===== config.mk =====
export PLATFORM = sky130hd
export DESIGN_NAME = bounded_deque_with_search
export DESIGN_NICKNAME = d
export VERILOG_FILES = /design/src/rtl/core/bdq_pkg.sv /design/src/rtl/core/bdq_ram.sv /design/src/rtl/core/bdq_front.sv /design/src/rtl/core/bdq_back.sv /design/src/rtl/core/bounded_deque_with_search.sv
export SDC_FILE = /design/constraint.sdc
export NUM_CORES = 1
export LEC_CHECK = 0
export BUFFER_PORTS_ARGS = -buffer_cell sky130_fd_sc_hd__buf_2
export CORE_MARGIN = 4
export CORE_UTILIZATION = 53
export DETAILED_ROUTE_END_ITERATION = 12
export PLACE_DENSITY_LB_ADDON = 0.08
export SKIP_LAST_GASP = 1
export SLEW_MARGIN = 10
export SYNTH_ARGS = -nofsm -noshare
export SYNTH_HDL_FRONTEND = slang
export SYNTH_HIERARCHICAL = 1
export SYNTH_SLANG_ARGS = --single-unit

===== constraint.sdc =====
create_clock -name clk -period 6.67 [get_ports clk]
set_input_delay 1.334 -clock clk [delete_from_list [all_inputs] [get_ports clk]]
set_output_delay 1.334 -clock clk [all_outputs]
set_load 0.01 [all_outputs]

===== src/rtl/core/bdq_pkg.sv =====
// Package for the bounded deque with search: sizes, operation and status codes,
// the item structs on both channels and the ring index helper.
// No dependencies.
package bdq_pkg;

	// Ring size and the widths that follow from it.
	localparam int DEPTH   = 16;
	localparam int IDX_W   = $clog2(DEPTH);
	localparam int CNT_W   = $clog2(DEPTH + 1);
	localparam int VALUE_W = 32;
	localparam int OPC_W   = 3;
	localparam int STAT_W  = 2;
	localparam int COUNT_W = 5;

	// Operation codes as they arrive on the input channel.
	typedef enum logic [OPC_W-1:0] {
		OPC_APPEND    = 3'd0,
		OPC_POP_FRONT = 3'd1,
		OPC_POP_BACK  = 3'd2,
		OPC_SEARCH    = 3'd3,
		OPC_CLEAR     = 3'd4
	} opcode_t;

	// Result status codes.
	typedef enum logic [STAT_W-1:0] {
		STAT_DONE  = 2'd0,
		STAT_EMPTY = 2'd1,
		STAT_FULL  = 2'd2
	} status_t;

	// Classified command kinds passed from the front to the back.
	typedef enum logic [2:0] {
		CMD_APPEND,
		CMD_POP_FRONT,
		CMD_POP_BACK,
		CMD_SEARCH,
		CMD_CLEAR,
		CMD_NOP
	} cmd_kind_t;

	// Back-end sequencer states.
	typedef enum logic {
		BK_IDLE,
		BK_SEARCH
	} back_state_t;

	typedef struct packed {
		logic [OPC_W-1:0]          opcode;
		logic signed [VALUE_W-1:0] value;
	} in_item_t;

	typedef struct packed {
		logic [STAT_W-1:0]  status;
		logic               found;
		logic [COUNT_W-1:0] count;
	} out_item_t;

	typedef struct packed {
		cmd_kind_t                 kind;
		logic signed [VALUE_W-1:0] value;
	} cmd_t;

	// Position in the ring a given offset behind a base position. Both
	// operands are below DEPTH, so one compare and subtract wraps the sum.
	function automatic logic [IDX_W-1:0] ring_add(input logic [IDX_W-1:0] base,
		input logic [IDX_W-1:0] offset);
		logic [IDX_W:0] sum;
		sum = {1'b0, base} + {1'b0, offset};
		if (sum >= (IDX_W+1)'(DEPTH)) begin
			sum = sum - (IDX_W+1)'(DEPTH);
		end
		return sum[IDX_W-1:0];
	endfunction

endpackage


===== src/rtl/core/bdq_ram.sv =====
// Generic single-write, single-read RAM with a registered read port.
// No dependencies.
module bdq_ram #(
	parameter int WIDTH = 32,
	parameter int DEPTH = 16
) (
	input  logic                     clk,
	input  logic                     wr_en,
	input  logic [$clog2(DEPTH)-1:0] wr_addr,
	input  logic [WIDTH-1:0]         wr_data,
	input  logic                     rd_en,
	input  logic [$clog2(DEPTH)-1:0] rd_addr,
	output logic [WIDTH-1:0]         rd_data
);

	logic [WIDTH-1:0] mem_q [DEPTH];

	// Write port and registered read port.
	always_ff @(posedge clk) begin
		if (wr_en) begin
			mem_q[wr_addr] <= wr_data;
		end
		if (rd_en) begin
			rd_data <= mem_q[rd_addr];
		end
	end

endmodule


===== src/rtl/core/bdq_front.sv =====
// Front end of the deque: accepts items, classifies the opcode and holds the
// resulting commands in a two-entry queue for the back end. Uses bdq_pkg.
module bdq_front (
	input  logic              clk,
	input  logic              arst_n,
	input  logic              in_valid,
	output logic              in_ready,
	input  bdq_pkg::in_item_t in_item,
	output logic              cmd_valid,
	input  logic              cmd_ready,
	output bdq_pkg::cmd_t     cmd
);

	bdq_pkg::cmd_t cmd_new;
	bdq_pkg::cmd_t slot_q [2];
	logic          wr_ptr_q;
	logic          rd_ptr_q;
	logic [1:0]    used_q;
	logic          push;
	logic          pop;

	// Map the raw opcode onto a command kind; unused codes become no-ops.
	always_comb begin
		cmd_new.value = in_item.value;
		case (in_item.opcode)
			bdq_pkg::OPC_APPEND:    cmd_new.kind = bdq_pkg::CMD_APPEND;
			bdq_pkg::OPC_POP_FRONT: cmd_new.kind = bdq_pkg::CMD_POP_FRONT;
			bdq_pkg::OPC_POP_BACK:  cmd_new.kind = bdq_pkg::CMD_POP_BACK;
			bdq_pkg::OPC_SEARCH:    cmd_new.kind = bdq_pkg::CMD_SEARCH;
			bdq_pkg::OPC_CLEAR:     cmd_new.kind = bdq_pkg::CMD_CLEAR;
			default:                cmd_new.kind = bdq_pkg::CMD_NOP;
		endcase
	end

	assign in_ready  = (used_q != 2'd2);
	assign cmd_valid = (used_q != 2'd0);
	assign cmd       = slot_q[rd_ptr_q];
	assign push      = in_valid && in_ready;
	assign pop       = cmd_valid && cmd_ready;

	// Queue pointers and occupancy.
	always_ff @(posedge clk or negedge arst_n) begin
		if (!arst_n) begin
			wr_ptr_q <= 1'b0;
			rd_ptr_q <= 1'b0;
			used_q   <= 2'd0;
		end else begin
			if (push) begin
				wr_ptr_q <= !wr_ptr_q;
			end
			if (pop) begin
				rd_ptr_q <= !rd_ptr_q;
			end
			if (push && !pop) begin
				used_q <= used_q + 2'd1;
			end else if (pop && !push) begin
				used_q <= used_q - 2'd1;
			end
		end
	end

	// Queue payload needs no reset.
	always_ff @(posedge clk) begin
		if (push) begin
			slot_q[wr_ptr_q] <= cmd_new;
		end
	end

endmodule


===== src/rtl/core/bdq_back.sv =====
// Back end of the deque: executes commands against the ring, walks the stored
// entries for a search and holds the result register. Uses bdq_pkg, bdq_ram.
module bdq_back (
	input  logic               clk,
	input  logic               arst_n,
	input  logic               cmd_valid,
	output logic               cmd_ready,
	input  bdq_pkg::cmd_t      cmd,
	output logic               out_valid,
	input  logic               out_ready,
	output bdq_pkg::out_item_t out_item
);

	bdq_pkg::back_state_t             state_q, state_d;
	logic [bdq_pkg::CNT_W-1:0]        fill_q, fill_d;
	logic [bdq_pkg::IDX_W-1:0]        front_q, front_d;
	logic [bdq_pkg::IDX_W-1:0]        off_q, off_d;
	logic [bdq_pkg::VALUE_W-1:0]      key_q, key_d;
	logic                             out_valid_q;
	bdq_pkg::out_item_t               out_item_q;
	bdq_pkg::out_item_t               res;
	logic                             load;
	logic                             out_free;
	logic                             take;
	logic                             full;
	logic                             empty;
	logic                             hit;
	logic                             last;
	logic                             ram_wr_en;
	logic [bdq_pkg::IDX_W-1:0]        ram_wr_addr;
	logic                             ram_rd_en;
	logic [bdq_pkg::IDX_W-1:0]        ram_rd_addr;
	logic [bdq_pkg::VALUE_W-1:0]      ram_rd_data;

	assign out_free = !out_valid_q || out_ready;
	assign take     = (state_q == bdq_pkg::BK_IDLE) && cmd_valid && out_free;
	assign full     = (fill_q == bdq_pkg::CNT_W'(bdq_pkg::DEPTH));
	assign empty    = (fill_q == '0);
	assign hit      = (ram_rd_data == key_q);
	assign last     = ((bdq_pkg::CNT_W'(off_q) + bdq_pkg::CNT_W'(1)) == fill_q);

	// Next state, ring pointers and the result to be registered.
	always_comb begin
		state_d     = state_q;
		fill_d      = fill_q;
		front_d     = front_q;
		off_d       = off_q;
		key_d       = key_q;
		load        = 1'b0;
		res.status  = bdq_pkg::STAT_DONE;
		res.found   = 1'b0;
		case (state_q)
			bdq_pkg::BK_IDLE: begin
				if (take) begin
					load = 1'b1;
					case (cmd.kind)
						bdq_pkg::CMD_APPEND: begin
							if (full) begin
								res.status = bdq_pkg::STAT_FULL;
							end else begin
								fill_d = fill_q + bdq_pkg::CNT_W'(1);
							end
						end
						bdq_pkg::CMD_POP_FRONT: begin
							if (empty) begin
								res.status = bdq_pkg::STAT_EMPTY;
							end else begin
								front_d = bdq_pkg::ring_add(front_q, bdq_pkg::IDX_W'(1));
								fill_d  = fill_q - bdq_pkg::CNT_W'(1);
							end
						end
						bdq_pkg::CMD_POP_BACK: begin
							if (empty) begin
								res.status = bdq_pkg::STAT_EMPTY;
							end else begin
								fill_d = fill_q - bdq_pkg::CNT_W'(1);
							end
						end
						bdq_pkg::CMD_SEARCH: begin
							// A non-empty store starts the walk at the front entry.
							if (!empty) begin
								load    = 1'b0;
								state_d = bdq_pkg::BK_SEARCH;
								off_d   = '0;
								key_d   = cmd.value;
							end
						end
						bdq_pkg::CMD_CLEAR: begin
							fill_d  = '0;
							front_d = '0;
						end
						default: begin
						end
					endcase
				end
			end
			bdq_pkg::BK_SEARCH: begin
				// The entry at off_q is on the read port; stop on a match or at the back.
				if (hit || last) begin
					load      = 1'b1;
					res.found = hit;
					state_d   = bdq_pkg::BK_IDLE;
				end else begin
					off_d = off_q + bdq_pkg::IDX_W'(1);
				end
			end
			default: begin
				state_d = bdq_pkg::BK_IDLE;
			end
		endcase
		res.count = bdq_pkg::COUNT_W'(fill_d);
	end

	// Memory controls and the command handshake.
	always_comb begin
		cmd_ready   = take;
		ram_wr_en   = take && (cmd.kind == bdq_pkg::CMD_APPEND) && !full;
		ram_wr_addr = bdq_pkg::ring_add(front_q, fill_q[bdq_pkg::IDX_W-1:0]);
		ram_rd_en   = 1'b0;
		ram_rd_addr = front_q;
		case (state_q)
			bdq_pkg::BK_IDLE: begin
				ram_rd_en   = take && (cmd.kind == bdq_pkg::CMD_SEARCH);
				ram_rd_addr = front_q;
			end
			bdq_pkg::BK_SEARCH: begin
				ram_rd_en   = 1'b1;
				ram_rd_addr = bdq_pkg::ring_add(front_q, off_q + bdq_pkg::IDX_W'(1));
			end
			default: begin
			end
		endcase
	end

	bdq_ram #(
		.WIDTH(bdq_pkg::VALUE_W),
		.DEPTH(bdq_pkg::DEPTH)
	) u_ram (
		.clk    (clk),
		.wr_en  (ram_wr_en),
		.wr_addr(ram_wr_addr),
		.wr_data(cmd.value),
		.rd_en  (ram_rd_en),
		.rd_addr(ram_rd_addr),
		.rd_data(ram_rd_data)
	);

	// Control state and the result valid flag.
	always_ff @(posedge clk or negedge arst_n) begin
		if (!arst_n) begin
			state_q     <= bdq_pkg::BK_IDLE;
			fill_q      <= '0;
			front_q     <= '0;
			out_valid_q <= 1'b0;
		end else begin
			state_q <= state_d;
			fill_q  <= fill_d;
			front_q <= front_d;
			if (load) begin
				out_valid_q <= 1'b1;
			end else if (out_ready) begin
				out_valid_q <= 1'b0;
			end
		end
	end

	// Search bookkeeping and result payload.
	always_ff @(posedge clk) begin
		off_q <= off_d;
		key_q <= key_d;
		if (load) begin
			out_item_q <= res;
		end
	end

	assign out_valid = out_valid_q;
	assign out_item  = out_item_q;

endmodule


===== src/rtl/core/bounded_deque_with_search.sv =====
// Top level of the bounded deque with linear search.
// Uses bdq_pkg, bdq_front and bdq_back.
//
// The block keeps an ordered store of up to DEPTH signed 32-bit values in a ring.
// Input channel (in_valid, in_ready, in_item): each item carries an opcode and a
// value; append, remove front, remove back, search and clear are supported.
// Output channel (out_valid, out_ready, out_item): exactly one result item per
// input item, in order, giving status, found flag and the count after the item.
// Accepted items enter a two-entry command queue, so the input side keeps
// taking items while the back end is busy or a result waits to be collected.
// Every accepted item passes a command queue slot and then the result register
// before its result is valid. A search reads one stored entry a cycle through
// the single read port of the entry RAM, comparing entries from the front until
// a match or the back is reached.
// Throughput is one item every cycle for queue operations while the receiver
// keeps up; the back end takes no new item while a search walks the store.
// Reset clears the count and front position; the entry RAM is not cleared,
// since only entries written by an earlier append are ever compared.
// If the receiver stalls, the result holds in the output register and the back
// end waits; the input keeps accepting until the command queue is full.
module bounded_deque_with_search (
	input  logic               clk,
	input  logic               arst_n,
	input  logic               in_valid,
	output logic               in_ready,
	input  bdq_pkg::in_item_t  in_item,
	output logic               out_valid,
	input  logic               out_ready,
	output bdq_pkg::out_item_t out_item
);

	logic          cmd_valid;
	logic          cmd_ready;
	bdq_pkg::cmd_t cmd;

	bdq_front u_front (
		.clk      (clk),
		.arst_n   (arst_n),
		.in_valid (in_valid),
		.in_ready (in_ready),
		.in_item  (in_item),
		.cmd_valid(cmd_valid),
		.cmd_ready(cmd_ready),
		.cmd      (cmd)
	);

	bdq_back u_back (
		.clk      (clk),
		.arst_n   (arst_n),
		.cmd_valid(cmd_valid),
		.cmd_ready(cmd_ready),
		.cmd      (cmd),
		.out_valid(out_valid),
		.out_ready(out_ready),
		.out_item (out_item)
	);

endmodule


### Yosys cells after proc, flatten, opt, wreduce, memory -nomap -nowiden

Memories as Yosys holds them, arrays and structs flattened. A register that Yosys moved wholly into a read port is not among the register bits.
Cells that the tools add are included.

* bits in registers: 59
* memory bits (writable): 582
* output and inout bits: 10
* logic and storage cells: 118
* memories kept: 2

* $add $sub $neg: 12
* $lt $le $gt $ge: 3
* equality and inequality tests: 17
* multiplexer cells: 39
* bitwise logic cells: 3
* reductions and logical operators: 30

Memories
* u_back.u_ram.mem_q: depth 16, bits a word 32, read ports 1, clocked after Yosys merged registers in 1, wr ports 1, line bdq_ram.sv:16 `logic [WIDTH-1:0] mem_q [DEPTH];`
* u_front.slot_q: depth 2, bits a word 35, read ports 1, clocked after Yosys merged registers in 0, wr ports 1, line bdq_front.sv:15 `bdq_pkg::cmd_t slot_q [2];`

Operators by type and width (count)
* 32-bit equality test: 1
* 4-bit 2-to-1 mux: 8
* 4-bit case mux with 2 select lines: 3
* 5-bit 2-to-1 mux: 4
* 5-bit greater-or-equal comparator (second input constant): 3
* 1-bit 2-to-1 mux: 15
* 3-bit case mux with 5 select lines: 1
* 5-bit case mux with 3 select lines: 1
* 3-bit by 2-bit equality test with 1-bit output (second input constant): 4
* 4-bit AND reduction: 3
* 4-bit by 1-bit subtractor with 4-bit output (second input constant): 3
* 4-bit by 1-bit adder with 5-bit output (second input constant): 2
* 4-bit by 4-bit adder with 5-bit output: 2
* 2-bit inequality test (second input constant): 5
* 1-bit logical AND: 9
* 2-bit nonzero test: 4
* 3-bit by 1-bit equality test with 1-bit output (second input constant): 2
* 3-bit equality test (second input constant): 2
* 1-bit zero test: 6
* 3-bit zero test: 2
* 2-bit 2-to-1 mux: 3
* 1-bit case mux with 2 select lines: 3
* 5-bit by 1-bit adder with 5-bit output (second input constant): 1
* 5-bit equality test: 1
* other kinds (12): 16

### Depth between registers and ports, before layout

* word-level depth: 7
* depth in mapped cells: 13
* depth with buffers taken out: 11

### Hierarchy

The synthesis kept the hierarchy.

Modules (own cells, without submodules)
* bdq_ram: times used 1, cells each 838, area each 20155.6 µm²
* bdq_back: times used 1, cells each 250, area each 2951.6 µm²
* bdq_front: times used 1, cells each 130, area each 2887.8 µm²

### Worst setup path before layout

Ideal clock, no wire load.

* path kind: input port to flip-flop
* start point: input out_ready
* end point: memory u_back.u_ram.mem_q[0][0] (enable)
* library setup time: 0.461 ns
* arrival: 4.704 ns
* required time: 6.209 ns
* path slack: 1.505 ns
* stages on the path: 6
* buffers on the path: 1
* cells stage by stage: nand2b_1 nand3_1 buf_2 nor2_1 or3b_2 nor3_1

* cells in the longest elaborated chain, start to end: 6

Ends and longest elaborated chain
* start, declared: line bounded_deque_with_search.sv:28 `input logic out_ready,`
* 1-bit logical OR: line bdq_back.sv:35 `assign out_free = !out_valid_q || out_ready;`
* 1-bit logical AND: line bdq_back.sv:36 `assign take = (state_q == bdq_pkg::BK_IDLE) && cmd_valid && out_free;`
* 1-bit logical AND (2 in series): line bdq_back.sv:117 `ram_wr_en = take && (cmd.kind == bdq_pkg::CMD_APPEND) && !full;`
* named net u_back.ram_wr_en: line bdq_back.sv:29 `logic ram_wr_en;`
* 1-bit 2-to-1 mux: line bdq_ram.sv:20 `if (wr_en) begin`
* 1-bit 2-to-1 mux (not written as such): line bdq_ram.sv:21 `mem_q[wr_addr] <= wr_data;`
* end, declared: line bdq_ram.sv:16

The timed path passes the listed nets, and every way through them passes these cells.

==> impl_metrics.csv <==
group,metric,value,unit
floorplan,die-area,52700,um^2
worst_setup_path,end_kind,"flop",
drt,wl_per_cell,26.4,um
synthesis,yosys_register_bits,673,
place,numPortBuffers,48,
grt,use_met1,30.0,%
synthesis,synth_cells,1218,
cts,cts_buffers,69,
cts,htreeDepth,3,
synthesis,yosys_most_used_dff,"edfxtp_1",
finish,nets,1353,
synthesis,syn_area,26000,um^2
place,dp_hpwl,30.6,mm
run_status,outcome,"complete, no violations",
power,power.leakage,0.00950,uW
finish,final_cell_mix,"658 x edfxtp_1, 128 x mux4_2, 73 x clkbuf_16, 67 x a22oi_1, 49 x nand2_1",
sta,final_hold_viol_count,0,
worst_setup_path,worstReg2RegEnd,"u_back/u_ram/mem_q[12][29]$_DFFE_PP_",
grt,grtUsageTotal,20.5,%
cts,clock-sinks,673,
floorplan,io_pins,49,
power,powerDensity,514,nW/um^2
sta,finalCriticalPeriod,4130,ps
sta,clock_skew,13.8,ps
cts,clk_pin_slew,60,ps
worst_setup_path,crit_fanout,24,
cts,cts_resized,0,
grt,grt-ovfl-total,0,
worst_hold_path,hold_class,"reg2reg",
grt,grt_most_used_layer,"met2",
floorplan,die_h,229,um
worst_setup_path,criticalPathCategory,"reg2reg",
drt,drt_wl_total,52.9,mm
drt,firstDrtPassIters,5,
worst_setup_path,worstRegToRegCells,7,
worst_setup_path,worst_ep_required_time,6940,ps
worst_setup_path,startpoint_type,"flop",
synthesis,synth_nets,1270,
cts,root_buffer,"clkbuf_16",
grt,use_met3,3.57,%
grt,grt_pass1_wl,80.0,mm
grt,grtUsageMet2,33.0,%
cts,worst_skew_pair.late_latency,580,ps
worst_hold_path,worstHoldPathCells,1,
worst_setup_path,rrSetupSlack,2540,ps
drt,route.detailed.drc,0,
cts,clock_path_buffers,3,
synthesis,ys_warn_count,6,
synthesis,yosysUniqueCellTypes,54,
synthesis,synth_edf_count,658,
sta,maxSlewViolCount,0,
sta,tns,0,ps
worst_setup_path,arrival,4400,ps
worst_hold_path,holdPathEnd,"u_front/used_q[1]$_DFFE_PN0P_",
drt,antenna_left,0,
worst_setup_path,timing.rr.start,"u_front/rd_ptr_q$_DFFE_PN0P_",
sta,slew_headroom,19.0,%
drt,drt_iter0_drc,1030,
cts,post_cts_buffers,0,
floorplan,initial_core_util,54.0,%
floorplan,core,48100,um^2
grt,first_global_vias,12312,
synthesis,async_reset_ff_share,2.23,%
cts,cts_tree,"yes",
sta,fin_crit_sh,62.0,%
sta,tightest_slew,1210,ps
sta,setup_violations,0,
place,gp_congestion,0.814,
worst_hold_path,hp-start,"u_front/used_q[1]$_DFFE_PN0P_",
synthesis,ys_seq_area_share,77.5,%
finish,layout_commonest_cell,"edfxtp_1",
grt,grt_max_degree,83,
floorplan,fp.dieW,229,um
floorplan,num_rows,80,
grt,antenna_found_initial,0,
cts,hold_buffers,0,
synthesis,syn_avg_cell_area,21.3,um^2
finish,syn_to_final_growth,12.5,%
sta,fmax,0.242,GHz
power,p_total,15000,uW
sta,rsz0062_at_grt,"no",
drt,via_count,11926,
power,vdd_ir_drop_max,0.563,mV
flow_run,maxCapViolCount,0,
drt,via_per_inst,5.94,
sta,hold_ws,504,ps
finish,drive_gt1_share,25.9,%
==> power by group <==
part | total [uW] | internal, uW | leakage [uW] | switching (uW)
logic | 5480 | 2190 | 0.00230 | 3290
registers | 5930 | 5690 | 0.00615 | 232
clock network | 3630 | 2150 | 0.00104 | 1480
total | 15000 | 10000 | 0.00950 | 5000
==> cell families (layout without fill, tap and decap cells) <==
| group | count (synthesis) | count (layout) | share of synthesized area [%] |
|---|---|---|---|
| AO/OA/AOI/OAI | 112 | 112 | 3.11 |
| XOR/XNOR | 51 | 51 | 1.72 |
| adder cells (fa/ha/maj) | 13 | 13 | 0.683 |
| buffers and inverters | 69 | 202 | 1.45 |
| flip-flops | 673 | 673 | 77.5 |
| multiplexers | 165 | 165 | 13.1 |
| other | 0 | 1 | 0 |
| AND/OR/NAND/NOR | 135 | 135 | 2.47 |
==> worst max-delay path by stage <==
stage                                 startpoint  slack, ps                                   end  cells past startpoint
floorplan                              out_ready       1510    u_back/u_ram/mem_q[0][0]$_DFFE_PP_                      6
global placement                       out_ready       2300  u_back/u_ram/mem_q[12][12]$_DFFE_PP_                      7
detailed placement                     out_ready       2170  u_back/u_ram/mem_q[12][12]$_DFFE_PP_                      7
CTS                 u_front/rd_ptr_q$_DFFE_PN0P_       2500  u_back/u_ram/mem_q[12][29]$_DFFE_PP_                      7
global route        u_front/rd_ptr_q$_DFFE_PN0P_       2380   u_back/u_ram/mem_q[12][2]$_DFFE_PP_                      7
finish              u_front/rd_ptr_q$_DFFE_PN0P_       2540  u_back/u_ram/mem_q[12][29]$_DFFE_PP_                      7
==> cell usage after synthesis, drive strengths merged (11+ instances only) <==
| library cell | instances | area (um^2) |
|---|---|---|
| edfxtp | 658 | 19800 |
| mux4 | 128 | 2880 |
| a22oi | 67 | 503 |
| nand2 | 49 | 184 |
| xor2 | 39 | 342 |
| buf | 38 | 260 |
| mux2 | 36 | 514 |
| nor2 | 29 | 109 |
| clkbuf | 19 | 71.3 |
| dfrtp | 15 | 375 |
| nor3 | 12 | 60.1 |
| xnor2 | 12 | 105 |
| a21oi | 11 | 55.1 |
| ha | 11 | 138 |
| inv | 11 | 41.3 |
==> worst max-delay path, cell delays in order (launching register included) <==
cell	delay (ps)
dfrtp_2	830
mux2_2	540
nor3_1	350
nand2_1	180
nor2_1	290
nand3_1	350
nor3_2	960
buf_12	290
==> per-stage QoR <==
step           setup slack [ps]  cell area (um^2)  utilization (%)  std cells
2_1_floorplan              1510             26000                -       1218
3_3_place_gp               2300             27100             56.3       1886
3_5_place_dp               2170             27100             56.3       1886
4_1_cts                    2500             29200             60.8       2007
5_1_grt                    2380             29200             60.8       2007
6_report                   2540             29300             60.8       2008
==> metal layers <==
layer	wire [um]	part of all wire, %
met1	23400	44
met2	26100	49
met3	2720	5.1
met4	711	1.3
met5	0	0
==> layout make-up <==
| type | instances | area (um^2) |
|---|---|---|
| tap | 656 | 821 |
| timing repair buffer | 69 | 448 |
| multi-input combinational | 476 | 5670 |
| fill | 3409 | 18900 |
| antenna | 1 | 2.50 |
| clock inverter | 28 | 224 |
| sequential | 673 | 20100 |
| inverter | 12 | 45.0 |
| clock buffer | 93 | 1900 |
==> state kept, by name (all words and copies together) (netlist names), 4 cells and up <==
register              count
u_back/key_q             32
u_back/u_ram/rd_data     32
u_back/fill_q             5
u_front/slot_q           70
u_back/off_q              4
u_back/out_item           8
u_back/u_ram/mem_q      512
u_back/front_q            4
(Power assumes the default switching activity.)
